--- src/rtl/taylor_series_evaluator_defines.svh ---
// assertion macros shared by the taylor series evaluator rtl
// no dependencies; included by the modules that carry assertions
`ifndef TAYLOR_SERIES_EVALUATOR_DEFINES_SVH
`define TAYLOR_SERIES_EVALUATOR_DEFINES_SVH

// same-cycle implication
`define TSE_ASSERT_IMP(lbl, clk, rst_n, ante, cons, msg) \
    lbl: assert property (@(posedge clk) disable iff (!rst_n) (ante) |-> (cons)) \
        else $error(msg);

// next-cycle implication
`define TSE_ASSERT_NXT(lbl, clk, rst_n, ante, cons, msg) \
    lbl: assert property (@(posedge clk) disable iff (!rst_n) (ante) |=> (cons)) \
        else $error(msg);

`endif

--- src/rtl/tse_pkg.sv ---
// types, codes and constants of the taylor series evaluator
// no dependencies; imported by every rtl module of the block
package tse_pkg;

    localparam int MAX_TERMS = 64;
    localparam int DIV_W     = 14;   // largest divisor 126*127 fits
    localparam int CNT_W     = 7;

    localparam logic [63:0] MAG_MAX = 64'h7FFF_FFFF_FFFF_FFFF;
    localparam logic [63:0] ONE_Q32 = 64'h0000_0001_0000_0000;

    typedef logic [2:0] t_fn;
    localparam t_fn FN_SIN  = 3'd0;
    localparam t_fn FN_COS  = 3'd1;
    localparam t_fn FN_EXP  = 3'd2;
    localparam t_fn FN_COSH = 3'd3;
    localparam t_fn FN_SINH = 3'd4;

    typedef logic [3:0] t_op;
    localparam t_op OP_IDLE    = 4'd0;
    localparam t_op OP_LOAD    = 4'd1;
    localparam t_op OP_MUL_LO  = 4'd2;
    localparam t_op OP_MUL_HI  = 4'd3;
    localparam t_op OP_MUL_FIN = 4'd4;
    localparam t_op OP_DIVISOR = 4'd5;
    localparam t_op OP_DIV_GO  = 4'd6;
    localparam t_op OP_TERM    = 4'd7;
    localparam t_op OP_EMIT    = 4'd8;

    typedef logic [1:0] t_reg_idx;
    localparam t_reg_idx REG_MAX_TERMS = 2'd0;
    localparam t_reg_idx REG_TOL_DIGITS = 2'd1;
    localparam t_reg_idx REG_LIST_MODE = 2'd2;

    typedef struct packed {
        t_op              op;
        t_fn              fn;
        logic [CNT_W-1:0] idx;
        logic             last;
    } t_dp_cmd;

    typedef struct packed {
        logic div_done;
        logic below_eps;
    } t_dp_stat;

    // round(2^32 / 10^digits)
    function automatic logic [32:0] tse_eps(input logic [3:0] digits);
        logic [32:0] e;
        unique case (digits)
            4'd0:    e = 33'd4294967296;
            4'd1:    e = 33'd429496730;
            4'd2:    e = 33'd42949673;
            4'd3:    e = 33'd4294967;
            4'd4:    e = 33'd429497;
            4'd5:    e = 33'd42950;
            4'd6:    e = 33'd4295;
            4'd7:    e = 33'd429;
            4'd8:    e = 33'd43;
            default: e = 33'd4;
        endcase
        return e;
    endfunction

endpackage

--- src/rtl/taylor_series_evaluator.sv ---
// top level of the taylor series evaluator: apb registers, controller, datapath
// depends on tse_pkg, tse_ctrl, tse_datapath
//
// channel   direction  handshake                     payload
// command   in         start high while busy low     i_command, i_x_value
// result    out        o_valid one-cycle strobe      o_partial_sum, o_terms_used, o_last
// config    in/out     apb write psel&penable&pwrite paddr, pwdata, prdata
//
// one item at a time; term 0 is a load, then a check
// each further term for sin/cos/cosh/sinh: two multiplies (low half, high half, finish)
//   on the shared 32x32 multiplier, divisor, divider start, divide wait,
//   check; exp has one multiply
// the result of an item is registered from its last check
// reset is synchronous and active low; registers return to max_terms 20,
//   tolerance_digits 6, list_mode 0; the results cannot be stalled
module taylor_series_evaluator (
    input  logic                      i_clk,
    input  logic                      i_rst_n,
    // command transaction
    input  logic                      start,
    output logic                      busy,
    input  logic [2:0]                i_command,
    input  logic signed [31:0]        i_x_value,
    // result transaction
    output logic                      o_valid,
    output logic signed [63:0]        o_partial_sum,
    output logic [6:0]                o_terms_used,
    output logic                      o_last,
    // configuration port
    input  logic                      psel,
    input  logic                      penable,
    input  logic                      pwrite,
    input  logic [3:0]                paddr,
    input  logic [31:0]               pwdata,
    output logic [31:0]               prdata,
    output logic                      pready
);
    import tse_pkg::*;

    // configuration registers
    logic [6:0] r_max_terms;
    logic [3:0] r_tol_digits;
    logic       r_list_mode;

    t_reg_idx   reg_idx;
    logic       cfg_wr;

    // effective limits after clamping
    logic [CNT_W-1:0] n_terms_eff;
    logic [3:0]       eps_sel;

    t_dp_cmd    cmd;
    t_dp_stat   stat;

    assign pready  = 1'b1;
    assign reg_idx = paddr[3:2];
    assign cfg_wr  = psel && penable && pwrite;

    always_ff @(posedge i_clk) begin
        if (!i_rst_n) begin
            r_max_terms  <= 7'd20;
            r_tol_digits <= 4'd6;
            r_list_mode  <= 1'b0;
        end else if (cfg_wr) begin
            unique case (reg_idx)
                REG_MAX_TERMS:  r_max_terms  <= pwdata[6:0];
                REG_TOL_DIGITS: r_tol_digits <= pwdata[3:0];
                REG_LIST_MODE:  r_list_mode  <= pwdata[0];
                default: begin
                    // writes past the register list are dropped
                end
            endcase
        end
    end

    always_comb begin
        unique case (reg_idx)
            REG_MAX_TERMS:  prdata = {25'd0, r_max_terms};
            REG_TOL_DIGITS: prdata = {28'd0, r_tol_digits};
            REG_LIST_MODE:  prdata = {31'd0, r_list_mode};
            default:        prdata = 32'd0;
        endcase
    end

    // zero terms acts as one, anything past the limit acts as the limit
    always_comb begin
        priority if (r_max_terms == 7'd0) begin
            n_terms_eff = CNT_W'(1);
        end else if (r_max_terms > CNT_W'(MAX_TERMS)) begin
            n_terms_eff = CNT_W'(MAX_TERMS);
        end else begin
            n_terms_eff = r_max_terms;
        end
    end

    // tolerance tops out at nine digits
    assign eps_sel = (r_tol_digits > 4'd9) ? 4'd9 : r_tol_digits;

    tse_ctrl u_ctrl (
        .i_clk       (i_clk),
        .i_rst_n     (i_rst_n),
        .i_start     (start),
        .i_command   (i_command),
        .i_n_terms   (n_terms_eff),
        .i_list_mode (r_list_mode),
        .i_stat      (stat),
        .o_cmd       (cmd),
        .o_busy      (busy)
    );

    tse_datapath u_dp (
        .i_clk         (i_clk),
        .i_rst_n       (i_rst_n),
        .i_cmd         (cmd),
        .i_x_value     (i_x_value),
        .i_eps_sel     (eps_sel),
        .o_stat        (stat),
        .o_valid       (o_valid),
        .o_partial_sum (o_partial_sum),
        .o_terms_used  (o_terms_used),
        .o_last        (o_last)
    );

endmodule

--- src/rtl/tse_divider.sv ---
// radix-16 restoring divider: 64-bit dividend by 14-bit divisor, 4 bits a cycle
// depends on tse_pkg
module tse_divider (
    input  logic                      i_clk,
    input  logic                      i_rst_n,
    input  logic                      i_start,
    input  logic [63:0]               i_dividend,
    input  logic [tse_pkg::DIV_W-1:0] i_divisor,
    output logic                      o_done,
    output logic [63:0]               o_quotient
);
    import tse_pkg::*;

    localparam int STEPS = 4;
    localparam int ITERS = 64 / STEPS;
    localparam int IT_W  = $clog2(ITERS);

    logic [63:0]      r_num;
    logic [63:0]      r_quo;
    logic [DIV_W-1:0] r_rem;
    logic [DIV_W-1:0] r_den;
    logic [IT_W-1:0]  r_cnt;
    logic             r_run;
    logic             r_done;

    logic [DIV_W-1:0] n_rem;
    logic [STEPS-1:0] n_qbits;

    always_comb begin
        logic [DIV_W:0] t;
        n_rem = r_rem;
        n_qbits = '0;
        for (int k = 0; k < STEPS; k++) begin
            t = {n_rem, r_num[63-k]};
            if (t >= {1'b0, r_den}) begin
                t = t - {1'b0, r_den};
                n_qbits[STEPS-1-k] = 1'b1;
            end
            n_rem = t[DIV_W-1:0];
        end
    end

    always_ff @(posedge i_clk) begin
        if (!i_rst_n) begin
            r_run  <= 1'b0;
            r_done <= 1'b0;
            r_cnt  <= '0;
        end else begin
            r_done <= 1'b0;
            if (i_start) begin
                r_run <= 1'b1;
                r_cnt <= IT_W'(ITERS - 1);
            end else if (r_run) begin
                r_cnt <= r_cnt - 1'b1;
                if (r_cnt == '0) begin
                    r_run  <= 1'b0;
                    r_done <= 1'b1;
                end
            end
        end
    end

    always_ff @(posedge i_clk) begin
        if (i_start) begin
            r_num <= i_dividend;
            r_den <= i_divisor;
            r_rem <= '0;
            r_quo <= '0;
        end else if (r_run) begin
            r_num <= {r_num[63-STEPS:0], {STEPS{1'b0}}};
            r_rem <= n_rem;
            r_quo <= {r_quo[63-STEPS:0], n_qbits};
        end
    end

    assign o_done     = r_done;
    assign o_quotient = r_quo;

endmodule

--- src/rtl/tse_datapath.sv ---
// datapath: term and sum registers, shared 32x32 multiplier, divisor and divider
// depends on tse_pkg and tse_divider
module tse_datapath (
    input  logic                      i_clk,
    input  logic                      i_rst_n,
    input  tse_pkg::t_dp_cmd          i_cmd,
    input  logic signed [31:0]        i_x_value,
    input  logic [3:0]                i_eps_sel,
    output tse_pkg::t_dp_stat         o_stat,
    output logic                      o_valid,
    output logic signed [63:0]        o_partial_sum,
    output logic [tse_pkg::CNT_W-1:0] o_terms_used,
    output logic                      o_last
);
    import tse_pkg::*;

    logic [31:0]      r_xa;
    logic             r_xneg;
    logic [63:0]      r_mag;
    logic             r_neg;
    logic [63:0]      r_sum;
    logic [63:0]      r_plo;
    logic [63:0]      r_phi;
    logic [DIV_W-1:0] r_den;

    logic             r_out_valid;
    logic [63:0]      r_out_sum;
    logic [CNT_W-1:0] r_out_terms;
    logic             r_out_last;

    logic [31:0]      x_bits;
    logic [31:0]      load_xa;
    logic             load_xneg;
    logic [31:0]      mul_a;
    logic [63:0]      prod;
    logic [63:0]      lo_rnd;
    logic [63:0]      mul_r;
    logic [63:0]      mul_mag;
    logic [7:0]       two_i;
    logic [15:0]      den_odd;
    logic [15:0]      den_even;
    logic [DIV_W-1:0] n_den;
    logic             div_done;
    logic [63:0]      div_q;
    logic             term_neg;
    logic [63:0]      term_s;

    function automatic logic [63:0] sat_add(input logic [63:0] a, input logic [63:0] b);
        logic [63:0] s;
        s = a + b;
        if (a[63] == b[63] && s[63] != a[63]) begin
            s = a[63] ? {1'b1, 63'd0} : MAG_MAX;
        end
        return s;
    endfunction

    // argument magnitude; the most negative value keeps 2^31
    assign x_bits    = i_x_value;
    assign load_xneg = x_bits[31];
    assign load_xa   = load_xneg ? (32'd0 - x_bits) : x_bits;

    // one multiplier, low half then high half of the magnitude
    assign mul_a = (i_cmd.op == OP_MUL_HI) ? r_mag[63:32] : r_mag[31:0];
    assign prod  = mul_a * r_xa;

    // round to nearest at bit 27, saturate
    assign lo_rnd  = (r_plo + 64'h0000_0000_0400_0000) >> 27;
    assign mul_r   = {r_phi[58:0], 5'd0} + lo_rnd;
    assign mul_mag = (r_phi >= 64'h0400_0000_0000_0000 || mul_r[63]) ? MAG_MAX : mul_r;

    // divisor of the recurrence
    assign two_i    = {i_cmd.idx, 1'b0};
    assign den_odd  = two_i * (two_i + 8'd1);
    assign den_even = (two_i - 8'd1) * two_i;

    always_comb begin
        unique case (i_cmd.fn)
            FN_SIN, FN_SINH: n_den = den_odd[DIV_W-1:0];
            FN_COS, FN_COSH: n_den = den_even[DIV_W-1:0];
            default:         n_den = DIV_W'(i_cmd.idx);
        endcase
    end

    tse_divider u_div (
        .i_clk      (i_clk),
        .i_rst_n    (i_rst_n),
        .i_start    (i_cmd.op == OP_DIV_GO),
        .i_dividend (r_mag + 64'(r_den >> 1)),
        .i_divisor  (r_den),
        .o_done     (div_done),
        .o_quotient (div_q)
    );

    // sign of the new term
    always_comb begin
        unique case (i_cmd.fn)
            FN_EXP:         term_neg = r_neg ^ r_xneg;
            FN_SIN, FN_COS: term_neg = !r_neg;
            default:        term_neg = r_neg;
        endcase
    end
    assign term_s = term_neg ? (64'd0 - div_q) : div_q;

    always_ff @(posedge i_clk) begin
        unique case (i_cmd.op)
            OP_LOAD: begin
                r_xa   <= load_xa;
                r_xneg <= load_xneg;
                if (i_cmd.fn == FN_SIN || i_cmd.fn == FN_SINH) begin
                    r_mag <= {27'd0, load_xa, 5'd0};
                    r_neg <= load_xneg;
                    r_sum <= load_xneg ? (64'd0 - {27'd0, load_xa, 5'd0})
                                       : {27'd0, load_xa, 5'd0};
                end else begin
                    r_mag <= ONE_Q32;
                    r_neg <= 1'b0;
                    r_sum <= ONE_Q32;
                end
            end
            OP_MUL_LO:  r_plo <= prod;
            OP_MUL_HI:  r_phi <= prod;
            OP_MUL_FIN: r_mag <= mul_mag;
            OP_DIVISOR: r_den <= n_den;
            OP_TERM: begin
                r_mag <= div_q;
                r_neg <= term_neg && (div_q != 64'd0);
                r_sum <= sat_add(r_sum, term_s);
            end
            OP_EMIT: begin
                r_out_sum   <= r_sum;
                r_out_terms <= i_cmd.idx + 1'b1;
                r_out_last  <= i_cmd.last;
            end
            default: begin
            end
        endcase
    end

    always_ff @(posedge i_clk) begin
        if (!i_rst_n) begin
            r_out_valid <= 1'b0;
        end else begin
            r_out_valid <= (i_cmd.op == OP_EMIT);
        end
    end

    assign o_stat.div_done  = div_done;
    assign o_stat.below_eps = (r_mag <= 64'(tse_eps(i_eps_sel)));

    assign o_valid       = r_out_valid;
    assign o_partial_sum = r_out_sum;
    assign o_terms_used  = r_out_terms;
    assign o_last        = r_out_last;

endmodule

--- src/rtl/tse_ctrl.sv ---
// controller: sequences load, multiplies, divide, accumulate and emit per term
// depends on tse_pkg and taylor_series_evaluator_defines.svh
`include "taylor_series_evaluator_defines.svh"

module tse_ctrl (
    input  logic                      i_clk,
    input  logic                      i_rst_n,
    input  logic                      i_start,
    input  tse_pkg::t_fn              i_command,
    input  logic [tse_pkg::CNT_W-1:0] i_n_terms,
    input  logic                      i_list_mode,
    input  tse_pkg::t_dp_stat         i_stat,
    output tse_pkg::t_dp_cmd          o_cmd,
    output logic                      o_busy
);
    import tse_pkg::*;

    localparam logic [2:0] ST_IDLE     = 3'd0;
    localparam logic [2:0] ST_CHECK    = 3'd1;
    localparam logic [2:0] ST_MUL_LO   = 3'd2;
    localparam logic [2:0] ST_MUL_HI   = 3'd3;
    localparam logic [2:0] ST_MUL_FIN  = 3'd4;
    localparam logic [2:0] ST_DIVISOR  = 3'd5;
    localparam logic [2:0] ST_DIV_GO   = 3'd6;
    localparam logic [2:0] ST_DIV_WAIT = 3'd7;

    logic [2:0]       r_state, n_state;
    t_fn              r_fn, n_fn;
    logic [CNT_W-1:0] r_idx, n_idx;
    logic             r_pass, n_pass;
    logic [CNT_W-1:0] idx_next;
    logic             stop;

    assign idx_next = r_idx + 1'b1;
    assign stop     = (idx_next >= i_n_terms) || (!i_list_mode && i_stat.below_eps);

    always_comb begin
        n_state = r_state;
        n_fn    = r_fn;
        n_idx   = r_idx;
        n_pass  = r_pass;
        o_cmd.op   = OP_IDLE;
        o_cmd.fn   = r_fn;
        o_cmd.idx  = r_idx;
        o_cmd.last = stop;
        unique case (r_state)
            ST_IDLE: begin
                // unknown function codes are dropped
                if (i_start && i_command <= FN_SINH) begin
                    o_cmd.op = OP_LOAD;
                    o_cmd.fn = i_command;
                    n_fn     = i_command;
                    n_idx    = '0;
                    n_state  = ST_CHECK;
                end
            end
            ST_CHECK: begin
                if (i_list_mode || stop) begin
                    o_cmd.op = OP_EMIT;
                end
                if (stop) begin
                    n_state = ST_IDLE;
                end else begin
                    n_idx   = idx_next;
                    n_pass  = 1'b0;
                    n_state = ST_MUL_LO;
                end
            end
            ST_MUL_LO: begin
                o_cmd.op = OP_MUL_LO;
                n_state  = ST_MUL_HI;
            end
            ST_MUL_HI: begin
                o_cmd.op = OP_MUL_HI;
                n_state  = ST_MUL_FIN;
            end
            ST_MUL_FIN: begin
                o_cmd.op = OP_MUL_FIN;
                if (r_fn == FN_EXP || r_pass) begin
                    n_state = ST_DIVISOR;
                end else begin
                    n_pass  = 1'b1;
                    n_state = ST_MUL_LO;
                end
            end
            ST_DIVISOR: begin
                o_cmd.op = OP_DIVISOR;
                n_state  = ST_DIV_GO;
            end
            ST_DIV_GO: begin
                o_cmd.op = OP_DIV_GO;
                n_state  = ST_DIV_WAIT;
            end
            ST_DIV_WAIT: begin
                if (i_stat.div_done) begin
                    o_cmd.op = OP_TERM;
                    n_state  = ST_CHECK;
                end
            end
            default: n_state = ST_IDLE;
        endcase
    end

    always_ff @(posedge i_clk) begin
        if (!i_rst_n) begin
            r_state <= ST_IDLE;
            r_fn    <= FN_SIN;
            r_idx   <= '0;
            r_pass  <= 1'b0;
        end else begin
            r_state <= n_state;
            r_fn    <= n_fn;
            r_idx   <= n_idx;
            r_pass  <= n_pass;
        end
    end

    assign o_busy = (r_state != ST_IDLE);

    `TSE_ASSERT_NXT(a_last_ends_item, i_clk, i_rst_n, (o_cmd.op == OP_EMIT) && o_cmd.last, r_state == ST_IDLE, "final result did not end the item")
    `TSE_ASSERT_NXT(a_div_wait_holds, i_clk, i_rst_n, (r_state == ST_DIV_WAIT) && !i_stat.div_done, r_state == ST_DIV_WAIT, "left divide wait without quotient")
    `TSE_ASSERT_IMP(a_idx_in_range, i_clk, i_rst_n, r_state != ST_IDLE, r_idx < CNT_W'(MAX_TERMS), "term index beyond limit")

endmodule

--- config.mk ---
export PLATFORM = sky130hd
export DESIGN_NAME = taylor_series_evaluator
export DESIGN_NICKNAME = d
export VERILOG_FILES = /design/src/rtl/tse_pkg.sv /design/src/rtl/taylor_series_evaluator.sv /design/src/rtl/tse_divider.sv /design/src/rtl/tse_datapath.sv /design/src/rtl/tse_ctrl.sv
export VERILOG_INCLUDE_DIRS = /design/src /design/src/rtl
export SDC_FILE = /design/constraint.sdc
export NUM_CORES = 2
export LEC_CHECK = 0
export BUFFER_PORTS_ARGS = -buffer_cell sky130_fd_sc_hd__buf_2
export CORE_ASPECT_RATIO = 1.5
export CORE_UTILIZATION = 30
export DETAILED_ROUTE_END_ITERATION = 10
export GPL_ROUTABILITY_DRIVEN = 0
export HOLD_SLACK_MARGIN = 0.02
export MAX_ROUTING_LAYER = met4
export PLACE_DENSITY_LB_ADDON = 0.1
export RECOVER_POWER = 25
export SLEW_MARGIN = 20
export SYNTH_ARGS = -nofsm -noshare
export SYNTH_HDL_FRONTEND = slang
export SYNTH_SLANG_ARGS = --single-unit
--- constraint.sdc ---
create_clock -name i_clk -period 14.65 [get_ports i_clk]
set_clock_uncertainty 0.2 [all_clocks]
set_input_delay 2.1975 -clock i_clk [delete_from_list [all_inputs] [get_ports i_clk]]
set_output_delay 2.1975 -clock i_clk [all_outputs]
set_load 0.02 [all_outputs]
==> results by group <==
Run status
  – Status: complete, but fails checks
  – Failing checks: max-capacitance violations, max-slew violations

Routing
  – Vias: 53765
  – Drt first pass iters: 5
  – Routed Antenna Nets: 0
  – Initial DRC count: 3147
  – Via/cell ratio: 5.03
  – Drt drc: 0
  – Post-Route WL: 253000 um
  – WL/cell: 23.7 um

Worst setup path
  – Crit Path Class: reg2reg
  – Crit-path most repeated cell: fa_1
  – RR Startpoint: u_ctrl.r_state[2]
  – Worst r2r path cells: 31
  – Worst Path Arrival: 12.76 ns
  – Worst-path maximum fanout: 66
  – FF-to-FF End: u_dp.r_phi[62]
  – CP max-delay cell: or2_2
  – Crit path launch type: register
  – CP endpoint kind: register
  – CP required: 14.82 ns
  – Crit-path max cell delay: 0.70 ns
  – Reg-to-reg slack, setup: 2.06 ns

Finish
  – Share of layout cells above drive strength 1: 0.0590
  – Final #Nets: 9117
  – Area delta synth->final: 8.57%
  – Post-route design area: 77400 sq um
  – # fillers: 24543

Synth
  – Synth top area share: 0.269
  – Syn Std Cell Area: 71300 sq um
  – Seq/Total Area, Yosys: 0.211
  – Synth area leaders: fa_1 27%, edfxtp_1 18%, ha_1 9.2%
  – Synthesized instance count: 7619
  – YS warnings: 0
  – Post-synth EDFFs: 428
  – Most frequent cell after synthesis: inv_1
  – Top cells by count, synth: 1129 x inv_1, 959 x fa_1, 852 x nand2_1, 634 x and2_1, 524 x ha_1
  – Async S/R FF share, synth: 0
  – Post-synth top area cell: fa_1
  – Cell variety after synth: 85
  – Average size of a mapped cell: 9.36 sq um
  – Synth Register Bits: 539
  – Top_reg_cell synth: edfxtp_1

Placement
  – Pre-CTS setup slack: 1.71 ns
  – DP Wirelength: 200000 um
  – Placed Area: 75400 sq um
  – Port Buffer Count: 130

STA
  – Max-slew headroom at the worst pin: -1.57
  – Slew @ Worst Pin: 3.86 ns
  – Fin. Hold Viols: 0
  – Fin Setup TNS: 0 ns
  – Setup violators final: 0
  – Slew Limit Fails: 496
  – Setup ws final: 2.06 ns
  – Maximum clock rate: 79.4 MHz
  – RSZ-0062 raised after global routing: false
  – Period utilisation layout: 0.860
  – Final min period: 12.59 ns

Global routing
  – Antenna violations before repair: 22
  – First-pass GRT wire length: 376000 um
  – Largest net degree at the start of global routing: 90
  – Vias in the first global route: 57508
  – Remaining global-route overflow: 0
  – GRT Util Overall: 0.219

Clocking
  – Clock tree buffer depth: 3
  – Clock-pin slew on the worst setup and hold paths: 0.07 ns
  – Total CTS buffers: 55
  – Clock root buffer: clkbuf_16
  – Total clock sinks: 539
  – Post-cts resize count: 0
  – Hold Buf Count CTS: 0
  – Clock Latency Late Sink: 0.69 ns
  – CTS tree: yes
  – H-tree Lvls: 2
  – Postcts setup bufs: 0

Min path
  – Hold Path Depth: 0
  – Worst hold path class: reg2reg
  – Worst hold path endpoint: u_dp.u_div.r_den[0]
  – Hold path startpoint: u_dp.r_den[0]

Floorplan
  – Die Area: 240000 sq um
  – I/O pins: 184
  – Die span in x: 400 um
  – Total core area: 236000 sq um
  – # rows: 218
  – Initial Utilization: 0.302
  – Die H: 599 um

Run
  – Max-cap violations: 9
## cell usage in the layout, fill, tap and decap left out, types with 103 or more instances in the layout
master and n:
nand3_1 103, ha_1 524, edfxtp_1 428, and2_1 632, a21o_1 139, nand2_1 849
a21oi_1 278, dfxtp_1 110, fa_1 959, xnor2_1 315, xor2_1 149, o21ai_0 286
buf_2 126, nor2_1 283, inv_1 1125, buf_4 122
## critical path: cells and delay by family (launching register included)
kind | cells | cell delay (ns)
buffers and inverters | 6 | 1.36
flip-flops | 1 | 0.61
XOR/XNOR | 1 | 0.13
AND/OR/NAND/NOR | 7 | 2.91
AO/OA/AOI/OAI | 8 | 2.51
adder cells (fa/ha/maj) | 9 | 4.50
## sequential cells by signal (all words and copies together) (netlist names), 3 cells and up
signal / flops
u_dp.u_div.o_quotient: 64
u_dp.u_div.r_rem: 14
u_dp.o_partial_sum: 64
u_ctrl.r_fn: 3
u_dp.r_sum: 64
u_dp.r_xa: 32
u_dp.u_div.r_den: 14
u_dp.u_div.r_num: 64
u_dp.u_div.r_cnt: 4
u_dp.r_mag: 64
u_dp.r_phi: 64
u_dp.r_den: 14
u_dp.r_plo: 38
r_max_terms: 7
r_tol_digits: 4
u_dp.o_terms_used: 7
u_ctrl.r_state: 3
u_ctrl.r_idx: 7
## layout make-up
type / count / area, sq um / share of cell area
diodes: 8 / 20.0 / 0.000259
clock buffers: 60 / 1430 / 0.0185
clock inverters: 44 / 617 / 0.00797
inverters: 1131 / 4250 / 0.0549
multi-input cells: 5564 / 50500 / 0.653
flip-flops and latches: 539 / 15100 / 0.195
well taps: 3080 / 3850 / 0.0498
repair buffers: 266 / 1610 / 0.0209
## cell families (layout without fill, tap and decap cells)
kind of cell / Yosys count / count (layout) / synth area share
xor gates and xnor gates: 465 / 465 / 0.0571
buffers and inverters: 1541 / 1501 / 0.0828
other: 2 / 35 / 0.000105
adders and majority gates: 1483 / 1483 / 0.361
DFF: 539 / 539 / 0.211
and+or+nand+nor: 2296 / 2296 / 0.161
muxes: 128 / 128 / 0.0185
AOI/OAI and AO/OA: 1165 / 1165 / 0.107
## worst max-delay path by stage
stage                                  from        endpoint  slack (ns)
after global routing      u_ctrl.r_state[2]  u_dp.r_phi[62]        1.45
final                     u_ctrl.r_state[2]  u_dp.r_phi[62]        2.06
after CTS                 u_ctrl.r_state[2]  u_dp.r_phi[56]        1.63
after floorplan           u_ctrl.r_state[2]  u_dp.r_phi[62]        3.36
after global placement    u_ctrl.r_state[2]  u_dp.r_phi[56]        1.74
after detailed placement  u_ctrl.r_state[2]  u_dp.r_phi[62]        1.71
## metal layers
metal	vias to the layer above	wire length, um	GRT usage
met5	-	0	-
met4	0	9440	0.0678
met3	338	8130	0.0145
met2	1109	139000	0.412
met1	27609	97400	0.242
li1	24709	-	-
## through the flow
stage / utilization / hold WS [ns] / std cells
after floorplan: - / 0.200 / 7644
after global placement: 0.320 / 0.206 / 10580
after detailed placement: 0.320 / 0.208 / 10580
after CTS: 0.329 / 0.224 / 10684
after global routing: 0.328 / 0.240 / 10687
final: 0.328 / 0.221 / 10692
Power is left out: the tool's default activity adds up to more than one toggle a clock period on the data nets, which glitch-free logic cannot reach.
